`src/rtl/tpr_pkg.sv`:
```
`default_nettype none

package tpr_pkg;

   // sample and arithmetic widths
   localparam int SAMPLE_W = 8;
   localparam int ERR_W    = SAMPLE_W + 1;
   localparam int GAIN_W   = 16;
   localparam int ADDR_W   = 7;
   localparam int PROD_W   = GAIN_W + ERR_W;
   localparam int CTRL_W   = 40;
   localparam int SUM_W    = CTRL_W + 2;
   localparam int DUTY_W   = 7;

   localparam int CSR_INDEX_W = 2;
   localparam int CSR_DATA_W  = GAIN_W;
   localparam int REQ_DATA_W  = 2 * SAMPLE_W;
   localparam int RSP_DATA_W  = 24;

   // register reset values (hundredths)
   localparam logic signed [GAIN_W-1:0] GAIN_CURRENT_RESET = 16'sd9924;
   localparam logic signed [GAIN_W-1:0] GAIN_PRIOR_RESET   = -16'sd9876;
   localparam logic [ADDR_W-1:0]        TARGET_ADDR_RESET  = '0;

   // duty mapping: control is in hundredths, duty = control / 1000
   localparam logic signed [CTRL_W-1:0] DUTY_FULL_LIMIT = 40'sd100000;
   localparam logic [DUTY_W-1:0]        DUTY_FULL       = 7'd100;
   // control/8 < 12500 on the linear range; q = (x * RECIP) >> RECIP_SHIFT
   // is exact for x / 125 over that range
   localparam int QUOT_IN_W   = 14;
   localparam int RECIP_W     = 15;
   localparam int RECIP_SHIFT = 21;
   localparam logic [RECIP_W-1:0] RECIP_125 = 15'd16778;

   typedef enum logic [CSR_INDEX_W-1:0] {
      REG_GAIN_CURRENT   = 2'd0,
      REG_GAIN_PRIOR     = 2'd1,
      REG_TARGET_ADDRESS = 2'd2
   } reg_index_type;

   typedef struct packed {
      logic signed [GAIN_W-1:0] gain_current;
      logic signed [GAIN_W-1:0] gain_prior;
      logic [ADDR_W-1:0]        target_address;
   } cfg_type;

   // pipeline control handed to each stage
   typedef struct packed {
      logic advance;
      logic valid;
   } pipe_ctrl_type;

   typedef struct packed {
      logic signed [PROD_W-1:0]   prod_current;
      logic signed [PROD_W-1:0]   prod_prior;
      logic signed [SAMPLE_W-1:0] temperature;
      logic                       fan_pulse;
   } front_type;

   typedef struct packed {
      logic signed [CTRL_W-1:0]   control;
      logic signed [SAMPLE_W-1:0] temperature;
      logic                       fan_pulse;
   } accum_type;

endpackage

`default_nettype wire

```
`src/rtl/temperature_pi_pwm_regulator_top.sv`:
```
`default_nettype none

// Channel  Dir  Handshake              Payload
// req      in   req_tvalid/req_tready  req_tdata: raw_temperature, setpoint
// rsp      out  rsp_tvalid/rsp_tready  rsp_tdata: duty_percent, fan_pulse,
//                                       slave_address, corrected_temperature
// csr      in   csr_valid/csr_ready    csr_index, csr_data
//
// Four register stages: input, products, control sum, result. One word per
// cycle sustained while results are taken; each accepted word moves through the
// input, products, control sum and result registers in that order.
// The control recurrence closes on the add/saturate of the sum stage only.
// Reset (synchronous) clears the stage valids, the stored error and control,
// and loads the gain and address defaults.
// A held result stalls the whole pipe; req_tready drops only while the result
// register is full and not taken. csr_ready is always high.

module temperature_pi_pwm_regulator_top
   import tpr_pkg::*;
(
   input  wire logic                   clock,
   input  wire logic                   reset,

   input  wire logic                   req_tvalid,
   output      logic                   req_tready,
   // [7:0] raw_temperature, [15:8] setpoint
   input  wire logic [REQ_DATA_W-1:0]  req_tdata,

   output      logic                   rsp_tvalid,
   input  wire logic                   rsp_tready,
   // [6:0] duty_percent, [7] fan_pulse, [14:8] slave_address,
   // [22:15] corrected_temperature, [23] zero
   output      logic [RSP_DATA_W-1:0]  rsp_tdata,

   input  wire logic                   csr_valid,
   output      logic                   csr_ready,
   input  wire logic [CSR_INDEX_W-1:0] csr_index,
   input  wire logic [CSR_DATA_W-1:0]  csr_data
);

   cfg_type   cfg;
   front_type front;
   accum_type accum;

   // valid bit per stage
   logic in_vld_ff, in_vld_in;
   logic front_vld_ff, front_vld_in;
   logic accum_vld_ff, accum_vld_in;
   logic rsp_vld_ff, rsp_vld_in;

   logic advance;

   pipe_ctrl_type front_ctrl, accum_ctrl, duty_ctrl;

   // everything moves together unless a result is waiting and not taken
   assign advance    = !rsp_vld_ff || rsp_tready;
   assign req_tready = advance;
   assign rsp_tvalid = rsp_vld_ff;

   always_comb begin
      in_vld_in    = in_vld_ff;
      front_vld_in = front_vld_ff;
      accum_vld_in = accum_vld_ff;
      rsp_vld_in   = rsp_vld_ff;
      if (advance) begin
         in_vld_in    = req_tvalid;
         front_vld_in = in_vld_ff;
         accum_vld_in = front_vld_ff;
         rsp_vld_in   = accum_vld_ff;
      end
   end

   always_ff @(posedge clock) begin
      if (reset) begin
         in_vld_ff    <= 1'b0;
         front_vld_ff <= 1'b0;
         accum_vld_ff <= 1'b0;
         rsp_vld_ff   <= 1'b0;
      end else begin
         in_vld_ff    <= in_vld_in;
         front_vld_ff <= front_vld_in;
         accum_vld_ff <= accum_vld_in;
         rsp_vld_ff   <= rsp_vld_in;
      end
   end

   assign front_ctrl = '{advance: advance, valid: in_vld_ff};
   assign accum_ctrl = '{advance: advance, valid: front_vld_ff};
   assign duty_ctrl  = '{advance: advance, valid: accum_vld_ff};

   tpr_csr u_csr (
      .clock     (clock),
      .reset     (reset),
      .csr_valid (csr_valid),
      .csr_ready (csr_ready),
      .csr_index (csr_index),
      .csr_data  (csr_data),
      .cfg       (cfg)
   );

   // calibration, error, gain products
   tpr_error_stage u_error (
      .clock           (clock),
      .reset           (reset),
      .ctrl            (front_ctrl),
      .raw_temperature (req_tdata[SAMPLE_W-1:0]),
      .setpoint        (req_tdata[2*SAMPLE_W-1:SAMPLE_W]),
      .cfg             (cfg),
      .front           (front)
   );

   // control sum with saturation, holds the control state
   tpr_accum u_accum (
      .clock (clock),
      .reset (reset),
      .ctrl  (accum_ctrl),
      .front (front),
      .accum (accum)
   );

   // duty mapping and result register
   tpr_duty u_duty (
      .clock          (clock),
      .ctrl           (duty_ctrl),
      .accum          (accum),
      .target_address (cfg.target_address),
      .rsp_data       (rsp_tdata)
   );

   a_accept_enters: assert property (@(posedge clock) disable iff (reset)
      (req_tvalid && req_tready) |=> in_vld_ff)
      else $error("accepted word did not enter the pipe");

   a_result_lands: assert property (@(posedge clock) disable iff (reset)
      (accum_vld_ff && advance) |=> rsp_tvalid)
      else $error("finished word did not reach the result register");

   a_duty_range: assert property (@(posedge clock) disable iff (reset)
      rsp_tvalid |-> rsp_tdata[DUTY_W-1:0] <= DUTY_FULL)
      else $error("duty above full scale");

endmodule

`default_nettype wire

```
`src/rtl/tpr_csr.sv`:
```
`default_nettype none

module tpr_csr
   import tpr_pkg::*;
(
   input  wire logic                   clock,
   input  wire logic                   reset,
   input  wire logic                   csr_valid,
   output      logic                   csr_ready,
   input  wire logic [CSR_INDEX_W-1:0] csr_index,
   input  wire logic [CSR_DATA_W-1:0]  csr_data,
   output      cfg_type                cfg
);

   cfg_type cfg_ff, cfg_in;

   assign csr_ready = 1'b1;
   assign cfg       = cfg_ff;

   always_comb begin
      cfg_in = cfg_ff;
      if (csr_valid) begin
         unique case (csr_index)
            REG_GAIN_CURRENT:   cfg_in.gain_current   = csr_data;
            REG_GAIN_PRIOR:     cfg_in.gain_prior     = csr_data;
            REG_TARGET_ADDRESS: cfg_in.target_address = csr_data[ADDR_W-1:0];
            default:            ;  // unmapped index, dropped
         endcase
      end
   end

   always_ff @(posedge clock) begin
      if (reset) begin
         cfg_ff.gain_current   <= GAIN_CURRENT_RESET;
         cfg_ff.gain_prior     <= GAIN_PRIOR_RESET;
         cfg_ff.target_address <= TARGET_ADDR_RESET;
      end else begin
         cfg_ff <= cfg_in;
      end
   end

endmodule

`default_nettype wire

```
`src/rtl/tpr_error_stage.sv`:
```
`default_nettype none

module tpr_error_stage
   import tpr_pkg::*;
(
   input  wire logic                 clock,
   input  wire logic                 reset,
   input  wire pipe_ctrl_type        ctrl,
   input  wire logic [SAMPLE_W-1:0]  raw_temperature,
   input  wire logic [SAMPLE_W-1:0]  setpoint,
   input  wire cfg_type              cfg,
   output      front_type            front
);

   function automatic logic signed [SAMPLE_W-1:0] calibrate(
      input logic signed [SAMPLE_W-1:0] t
   );
      logic signed [SAMPLE_W-1:0] r;
      r = t;
      if (t >= 14 && t <= 16)      r = t - SAMPLE_W'(4);
      else if (t >= 17 && t <= 22) r = t - SAMPLE_W'(3);
      else if (t >= 23 && t <= 27) r = t - SAMPLE_W'(2);
      else if (t >= 28 && t <= 31) r = t - SAMPLE_W'(1);
      return r;
   endfunction

   logic signed [SAMPLE_W-1:0] raw_ff, raw_in;
   logic signed [SAMPLE_W-1:0] sp_ff, sp_in;
   logic signed [ERR_W-1:0]    prev_err_ff, prev_err_in;
   front_type                  front_ff, front_in;

   logic signed [SAMPLE_W-1:0] temp;
   logic signed [ERR_W-1:0]    err;

   assign temp = calibrate(raw_ff);
   assign err  = ERR_W'(sp_ff) - ERR_W'(temp);

   always_comb begin
      raw_in      = raw_ff;
      sp_in       = sp_ff;
      prev_err_in = prev_err_ff;
      front_in    = front_ff;
      if (ctrl.advance) begin
         raw_in                = raw_temperature;
         sp_in                 = setpoint;
         front_in.prod_current = PROD_W'(cfg.gain_current) * PROD_W'(err);
         front_in.prod_prior   = PROD_W'(cfg.gain_prior) * PROD_W'(prev_err_ff);
         front_in.temperature  = temp;
         front_in.fan_pulse    = err[ERR_W-1];
         if (ctrl.valid) prev_err_in = err;
      end
   end

   always_ff @(posedge clock) begin
      raw_ff   <= raw_in;
      sp_ff    <= sp_in;
      front_ff <= front_in;
      if (reset) prev_err_ff <= '0;
      else       prev_err_ff <= prev_err_in;
   end

   assign front = front_ff;

endmodule

`default_nettype wire

```
`src/rtl/tpr_accum.sv`:
```
`default_nettype none

module tpr_accum
   import tpr_pkg::*;
(
   input  wire logic          clock,
   input  wire logic          reset,
   input  wire pipe_ctrl_type ctrl,
   input  wire front_type     front,
   output      accum_type     accum
);

   localparam logic signed [CTRL_W-1:0] CTRL_MAX = {1'b0, {(CTRL_W-1){1'b1}}};
   localparam logic signed [CTRL_W-1:0] CTRL_MIN = {1'b1, {(CTRL_W-1){1'b0}}};

   logic signed [CTRL_W-1:0] prev_ctrl_ff, prev_ctrl_in;
   accum_type                accum_ff, accum_in;

   logic signed [SUM_W-1:0]  sum;
   logic signed [CTRL_W-1:0] sat;

   assign sum = SUM_W'(front.prod_current) + SUM_W'(front.prod_prior)
              + SUM_W'(prev_ctrl_ff);

   // saturate to the 40-bit range; windup otherwise kept
   always_comb begin
      if (sum[SUM_W-1:CTRL_W-1] == '0 || sum[SUM_W-1:CTRL_W-1] == '1) begin
         sat = sum[CTRL_W-1:0];
      end else if (sum[SUM_W-1]) begin
         sat = CTRL_MIN;
      end else begin
         sat = CTRL_MAX;
      end
   end

   always_comb begin
      prev_ctrl_in = prev_ctrl_ff;
      accum_in     = accum_ff;
      if (ctrl.advance) begin
         accum_in.control     = sat;
         accum_in.temperature = front.temperature;
         accum_in.fan_pulse   = front.fan_pulse;
         if (ctrl.valid) prev_ctrl_in = sat;
      end
   end

   always_ff @(posedge clock) begin
      accum_ff <= accum_in;
      if (reset) prev_ctrl_ff <= '0;
      else       prev_ctrl_ff <= prev_ctrl_in;
   end

   assign accum = accum_ff;

   // stored control only moves with a valid word
   a_ctrl_hold: assert property (@(posedge clock) disable iff (reset)
      !(ctrl.advance && ctrl.valid) |=> $stable(prev_ctrl_ff))
      else $error("stored control changed without a valid word");

   a_ctrl_follow: assert property (@(posedge clock) disable iff (reset)
      (ctrl.advance && ctrl.valid) |=> prev_ctrl_ff == accum_ff.control)
      else $error("stored control differs from the forwarded value");

endmodule

`default_nettype wire

```
`src/rtl/tpr_duty.sv`:
```
`default_nettype none

module tpr_duty
   import tpr_pkg::*;
(
   input  wire logic                  clock,
   input  wire pipe_ctrl_type         ctrl,
   input  wire accum_type             accum,
   input  wire logic [ADDR_W-1:0]     target_address,
   output      logic [RSP_DATA_W-1:0] rsp_data
);

   logic [RSP_DATA_W-1:0] rsp_ff, rsp_in;

   logic [QUOT_IN_W-1:0]         eighth;
   logic [QUOT_IN_W+RECIP_W-1:0] prod;
   logic [DUTY_W-1:0]            duty;

   // control/1000 = (control/8)/125 on the linear range
   assign eighth = accum.control[QUOT_IN_W+2:3];
   assign prod   = (QUOT_IN_W+RECIP_W)'(eighth) * (QUOT_IN_W+RECIP_W)'(RECIP_125);

   always_comb begin
      if (accum.control[CTRL_W-1] || accum.control == '0) begin
         duty = '0;
      end else if (accum.control >= DUTY_FULL_LIMIT) begin
         duty = DUTY_FULL;
      end else begin
         duty = prod[RECIP_SHIFT+DUTY_W-1:RECIP_SHIFT];
      end
   end

   always_comb begin
      rsp_in = rsp_ff;
      if (ctrl.advance) begin
         rsp_in = {1'b0, accum.temperature, target_address, accum.fan_pulse, duty};
      end
   end

   always_ff @(posedge clock) begin
      rsp_ff <= rsp_in;
   end

   assign rsp_data = rsp_ff;

endmodule

`default_nettype wire
```
`config.mk`:
```
export PLATFORM = sky130hd
export DESIGN_NAME = temperature_pi_pwm_regulator_top
export DESIGN_NICKNAME = d
export VERILOG_FILES = /design/src/rtl/tpr_pkg.sv /design/src/rtl/temperature_pi_pwm_regulator_top.sv /design/src/rtl/tpr_csr.sv /design/src/rtl/tpr_error_stage.sv /design/src/rtl/tpr_accum.sv /design/src/rtl/tpr_duty.sv
export SDC_FILE = /design/constraint.sdc
export NUM_CORES = 1
export LEC_CHECK = 0
export BUFFER_PORTS_ARGS = -buffer_cell sky130_fd_sc_hd__buf_2
export CORE_ASPECT_RATIO = 0.9
export CORE_MARGIN = 3
export CORE_UTILIZATION = 55
export CTS_CLUSTER_DIAMETER = 30
export DETAILED_ROUTE_END_ITERATION = 12
export GPL_TIMING_DRIVEN = 0
export PLACE_DENSITY = 0.71
export RECOVER_POWER = 25
export SLEW_MARGIN = 30
export SYNTH_ARGS = -nofsm -noshare
export SYNTH_HDL_FRONTEND = slang
export SYNTH_HIERARCHICAL = 1
export SYNTH_SLANG_ARGS = --single-unit
export TNS_END_PERCENT = 100
```
`constraint.sdc`:
```
create_clock -name clock -period 14.1 [get_ports clock]
set_input_delay 1.41 -clock clock [delete_from_list [all_inputs] [get_ports clock]]
set_output_delay 1.41 -clock clock [all_outputs]
set_load 0.005 [all_outputs]
```
### Word-level counts from Yosys, hierarchy flattened

Cells that the tools add are included.
W data, S select, Z words.

| storage, ports and cells | value |
|---|---|
| bits in registers | 239 |
| input bits | 39 |
| logic and storage cells | 67 |

| operators by class | value |
|---|---|
| $add $sub $neg | 7 |
| equality and inequality tests | 3 |
| reduce and logical (&&, ||, !) cells | 17 |
| order comparisons | 9 |
| muxes and demuxes | 7 |
| multiply operators | 3 |

Operators by type and width:

| operator | number |
|---|---|
| $mux W40 | 2 |
| $mul A16 B9 Y25 | 2 |
| $add A26 B40 Y41 | 1 |
| $ge A40 B18 Y1 const B | 1 |
| $logic_not A40 Y1 | 1 |
| $le A8 B6 Y1 const B | 4 |
| $mux W8 | 4 |
| $mul A14 B14 Y27 const B | 1 |
| $add A25 B25 Y26 | 1 |
| $ge A8 B6 Y1 const B | 3 |
| $sub A8 B3 Y8 const B | 2 |
| $reduce_and A2 Y1 | 5 |
| $sub A8 B8 Y9 | 1 |
| $ge A8 B5 Y1 const B | 1 |
| $sub A8 B2 Y8 const B | 1 |
| $sub A8 B4 Y8 const B | 1 |
| $mux W7 | 1 |
| $logic_and A1 B1 Y1 | 4 |
| $eq A3 B3 Y1 const B | 1 |
| $logic_not A3 Y1 | 1 |
| $logic_or A1 B1 Y1 | 3 |
| $eq A2 B1 Y1 const B | 1 |
| $eq A2 B2 Y1 const B | 1 |
| $logic_not A2 Y1 | 1 |
| 2 further kinds | 2 |

### Logic depth before layout (Yosys ltp)

| depth | value |
|---|---|
| word-level depth | 8 |
| depth in mapped cells | 34 |
| depth with buffers taken out | 33 |

### Cells and area by module

The synthesis kept the hierarchy.

By module, submodules not included:

| module | instances | area each (um2) | cells each | sequential area each (um2) |
|---|---|---|---|---|
| tpr_error_stage | 1 | 13221.4 | 1294 | 2432.3 |
| tpr_accum | 1 | 6409.9 | 668 | 2272.2 |
| tpr_duty | 1 | 3233.1 | 303 | 690.7 |
| tpr_csr | 1 | 1642.8 | 163 | 780.7 |
| temperature_pi_pwm_regulator_top | 1 | 161.4 | 15 | 80.1 |

### Worst setup path after synthesis

OpenSTA, ideal clock, no wires.

| timing | value |
|---|---|
| path kind | register to register |
| start point | register u_error.raw_ff[2] |
| end point | register u_error.front_ff (netlist bit u_error/front[58]), data pin |
| path buffers | 0 |
| data required time | 13.840 ns |
| period minus slack after synthesis | 8.149 ns |
| arrival time | 7.889 ns |
| stages on the path, launching flop included | 31 |
| slack | 5.951 ns |
| path through | edfxtp_1 -> inv_1 -> ha_1 -> o21ai_0 -> a2111oi_4 -> a311oi_1 -> a211o_2 -> o21a_1 -> ha_1 -> o21ai_1 -> a21boi_1 -> o31a_1 -> nor3_1 -> mux2i_4 -> or2_2 -> fa_1 -> fa_1 -> inv_1 -> fa_1 -> fa_1 -> inv_1 -> fa_1 -> inv_1 -> ha_1 -> nand2_1 -> o31ai_2 -> o2111ai_1 -> a22o_1 -> o31ai_4 -> a31oi_1 -> xnor2_1 |

| on the way | value |
|---|---|
| longest elaborated chain between the ends | 8 |

RTL lines:

| item | line | source |
|---|---|---|
| start, declared | tpr_error_stage.sv:27 | `logic signed [SAMPLE_W-1:0] raw_ff, raw_in;` |
| start signal, assigned | tpr_error_stage.sv:55 | `raw_ff <= raw_in;` |
| $ge A8 B6 Y1 / $le A8 B6 Y1 (equally long branches) | tpr_error_stage.sv:23 | `else if (t >= 28 && t <= 31) r = t - SAMPLE_W'(1);` |
| $logic_and A1 B1 Y1 | tpr_error_stage.sv:23 |  |
| $mux W8 | tpr_error_stage.sv:23 |  |
| $mux W8 | tpr_error_stage.sv:22 | `else if (t >= 23 && t <= 27) r = t - SAMPLE_W'(2);` |
| $mux W8 | tpr_error_stage.sv:21 | `else if (t >= 17 && t <= 22) r = t - SAMPLE_W'(3);` |
| $mux W8 (*) | tpr_error_stage.sv:20 | `if (t >= 14 && t <= 16) r = t - SAMPLE_W'(4);` |
| $sub A8 B8 Y9 (*) | tpr_error_stage.sv:36 | `assign err = ERR_W'(sp_ff) - ERR_W'(temp);` |
| $mul A16 B9 Y25 (*) | tpr_error_stage.sv:46 | `front_in.prod_current = PROD_W'(cfg.gain_current) * PROD_W'(err);` |
| end signal, assigned | tpr_error_stage.sv:57 | `front_ff <= front_in;` |
| end, declared | tpr_error_stage.sv:30 | `front_type front_ff, front_in;` |

Every way passes the cells marked *; elsewhere a longest branch is shown, timed or not.
A chain may end at the register's enable or synchronous reset.

### Final worst setup path

| timing | value |
|---|---|
| start point | register u_error.raw_ff[2] |
| end point | register u_error.front_ff (netlist bit u_error/front[58]), data pin |

| on the way | value |
|---|---|
| longest elaborated chain between the ends | 8 |

RTL lines:

| item | line | source |
|---|---|---|
| $ge A8 B6 Y1 / $le A8 B6 Y1 (equally long branches) | tpr_error_stage.sv:23 |  |
| $logic_and A1 B1 Y1 | tpr_error_stage.sv:23 |  |
| $mux W8 | tpr_error_stage.sv:23 |  |
| $mux W8 | tpr_error_stage.sv:22 |  |
| $mux W8 | tpr_error_stage.sv:21 |  |
| $mux W8 (*) | tpr_error_stage.sv:20 |  |
| net u_error.temp[0] | tpr_error_stage.sv:32 | `logic signed [SAMPLE_W-1:0] temp;` |
| $sub A8 B8 Y9 (*) | tpr_error_stage.sv:36 |  |
| $mul A16 B9 Y25 (*) | tpr_error_stage.sv:46 |  |

Mark *: on every way through the listed nets, which the timed path passes. The rest lies on a longest branch.

==> qor.yml <==
setup_path:
  cp.buffers_inverters: 6
  cp.depth: 31
  worstReg2RegEnd: "u_error/front[58]"
  crit_family: "adder cells"
  ff2ff_path_depth: 31
  cp.required_ns: 14.43
  cp_max_fo: 10
  crit_slowest_cell: "a2111oi_4"
  cp-end-kind: "flip-flop"
  reg2reg_slack_ns: 4.69
  r2r_start: "u_error/raw_ff[2]"
  arrival_ns: 9.73
  path_class: "flip-flop to flip-flop"
  slowest_delay_ns: 0.66
  critPathLaunchType: "flip-flop"
die:
  core-area_sq_mm: 0.0436
  die_h_microns: 207
  row_count: 72
  start_util_pct: 56.6
  die_w_microns: 229
  dieArea_sq_mm: 0.0474
  ioPinCount: 66
global_routing:
  grt_pass1_vias: 18400
  grt_pass1_wl_mm: 96.2
  grt_max_degree: 100
  grtUsageTotal_pct: 25.5
  grt_overflow: 0
  antenna_found_initial: 0
sta:
  hold_ws_ns: 0.418
  fin_crit_sh_pct: 66.7
  max_clock_freq_mhz: 106
  worst_pin_slew_ns: 2.48
  max_slew_margin_pct: -66.3
  fin_crit_ns: 9.41
  finalMaxSlewViolations: 56
  setup-tns-final_ns: 0
  setup_viol: 0
  hold_violations: 0
  rsz0062_at_grt: "no"
  fin_worst_skew_ns: 0.0238
job:
  drv_cap: 1
yosys:
  yosys.cell_types.count: 93
  synth_fp_nets: 3053
  synth.most_common_cell: "inv_1"
  synth-seq-area-share_pct: 25.4
  ys_top_cells_by_count: "305 x inv_1, 301 x fa_1, 270 x ha_1, 218 x nand2_1, 150 x nor2_1"
  ys_ff_latch: 239
  synth_top_area_share_pct: 24.4
  synth-edff-count: 147
  avgSynthCellArea_sq_um: 10.1
  async_flop_share_pct: 0
  synth_ff_type: "edfxtp_1"
  syn_area_sq_mm: 0.0247
  synth_top_cell_by_area: "fa_1"
  yosys-top-cells-area: "fa_1 24%, edfxtp_1 18%, ha_1 14%"
  yosys_warnings: 6
  postSynthCellCount: 2443
detailed_routing:
  met2_length_mm: 28.8
  routedWlPerCell_microns: 18.5
  wl_met1_mm: 25.1
  firstDrtPassIters: 7
  highest_layer: "met4"
  drc_errors: 0
  wirelength_mm: 59.2
  route.met3.wl_mm: 3.78
  via_per_inst: 5.58
  drtIter0Drc: 1169
  detail-route-antenna-nets: 0
  vias: 17800
clocking:
  tritoncts: "yes"
  clock_tree.root_cell: "clkbuf_16"
  numCtsBuffers: 51
  cts.sinks: 239
  cts_hold_buf: 0
  cts_max_path_buffers: 3
  clk_pin_slew_ns: 0.05
  post_cts_resized: 0
  htree_levels: 2
  clk-insertion-delay-late_ns: 0.60
  cts_setup_buffers: 0
cells_and_area:
  nNetsFinal: 3172
  syn_to_final_growth_pct: 11.9
  antenna_cells: 0
  drive_above_1_share_pct: 8.18
  stdcell_count: 3197
min_path:
  min_path_cells: 0
  hold-path-endpoint: "u_duty/rsp_data[17]"
  worstHoldStart: "u_accum/accum[3]"
  min_path_type: "flip-flop to flip-flop"
placement:
  io_buffers: 63
  dpl.cell_count: 3101
  hpwlAfterDp_mm: 46.8
  gp_congestion: 0.951
outcome:
  status: "complete, but fails checks"
  violations: "max-capacitance violations, max-slew violations"
==> how the worst max path moves through the flow <==
stage                            startpoint                end  slack [ns]
after detailed placement  u_error/raw_ff[2]  u_error/front[58]        4.77
after floorplan           u_error/raw_ff[2]  u_error/front[58]        5.95
final                     u_error/raw_ff[2]  u_error/front[58]        4.69
after CTS                 u_error/raw_ff[2]  u_error/front[58]        4.76
after global placement    u_error/raw_ff[2]  u_error/front[58]        4.90
after global routing      u_error/raw_ff[2]  u_error/front[58]        4.20
==> worst reg2reg max path: cells and delay by family (launching register included) <==
family                   cells  cell delay, ns
XOR/XNOR                     3            0.95
AND/OR/NAND/NOR              2            0.23
flip-flops                   1            0.49
adder cells (fa/ha/maj)      8            3.46
buffers and inverters        6            0.89
AO/OA/AOI/OAI               12            3.12
==> state kept, by name, summed over array words and instances (netlist names) <==
register,count
u_error/raw_ff,8
front_vld_ff,1
u_accum/accum,49
u_duty/rsp_data,23
u_error/prev_err_ff,9
u_csr/cfg,39
accum_vld_ff,1
u_error/front,59
in_vld_ff,1
u_error/sp_ff,8
u_accum/prev_ctrl_ff,40
rsp_tvalid,1
==> metal layers <==
metal,vias to the layer above,track usage (%)
li1,8375,-
met1,8807,33.6
met2,559,43.8
met3,102,4.16
met4,0,7.46
met5,-,0
==> placed cells by master (no fill, tap or decap), types with 15 or more instances in the layout <==
cell and instances:
a211oi_1 22, a21o_1 28, a21oi_1 111, and2_1 139
and3_1 15, buf_2 73, clkbuf_1 63, clkbuf_16 54
dfxtp_1 92, edfxtp_1 147, fa_1 301, ha_1 270
inv_1 305, maj3_1 17, mux2i_1 46, nand2_1 218
nand2b_1 86, nand3_1 21, nor2_1 150, nor3_1 24
o21a_1 15, o21ai_0 58, o21ai_1 34, xnor2_1 61
xor2_1 35
==> logic make-up after synthesis <==
logic type	count (synthesis)	share of synthesized area, %
AND/OR/NAND/NOR	724	14.7
adder cells (fa/ha/maj)	588	38.8
buffers and inverters	388	6.16
AO/OA/AOI/OAI	358	9.50
flip-flops	239	25.4
XOR/XNOR	96	3.41
multiplexers	48	2.02
other	2	0.0304
==> layout make-up <==
cell class / count / area [sq um]
Multi-Input combinational cell: 1816 / 16900
Fill cell: 3548 / 16000
Clock inverter: 33 / 395
Sequential cell: 239 / 6260
Inverter: 307 / 1150
Buffer: 81 / 367
Tap cell: 592 / 741
Timing Repair Buffer: 66 / 367
Clock buffer: 63 / 1450
==> metrics by stage <==
stage                     util [%]  cell area (sq um)  setup WS [ns]
after floorplan                  -              24700           5.95
after global placement        59.0              25700           4.90
after detailed placement      59.1              25800           4.77
after CTS                     63.4              27600           4.76
after global routing          63.3              27600           4.20
final                         63.3              27600           4.69
Power is left out: the tool's default activity adds up to more than one toggle a clock period on the data nets, which glitch-free logic cannot reach.
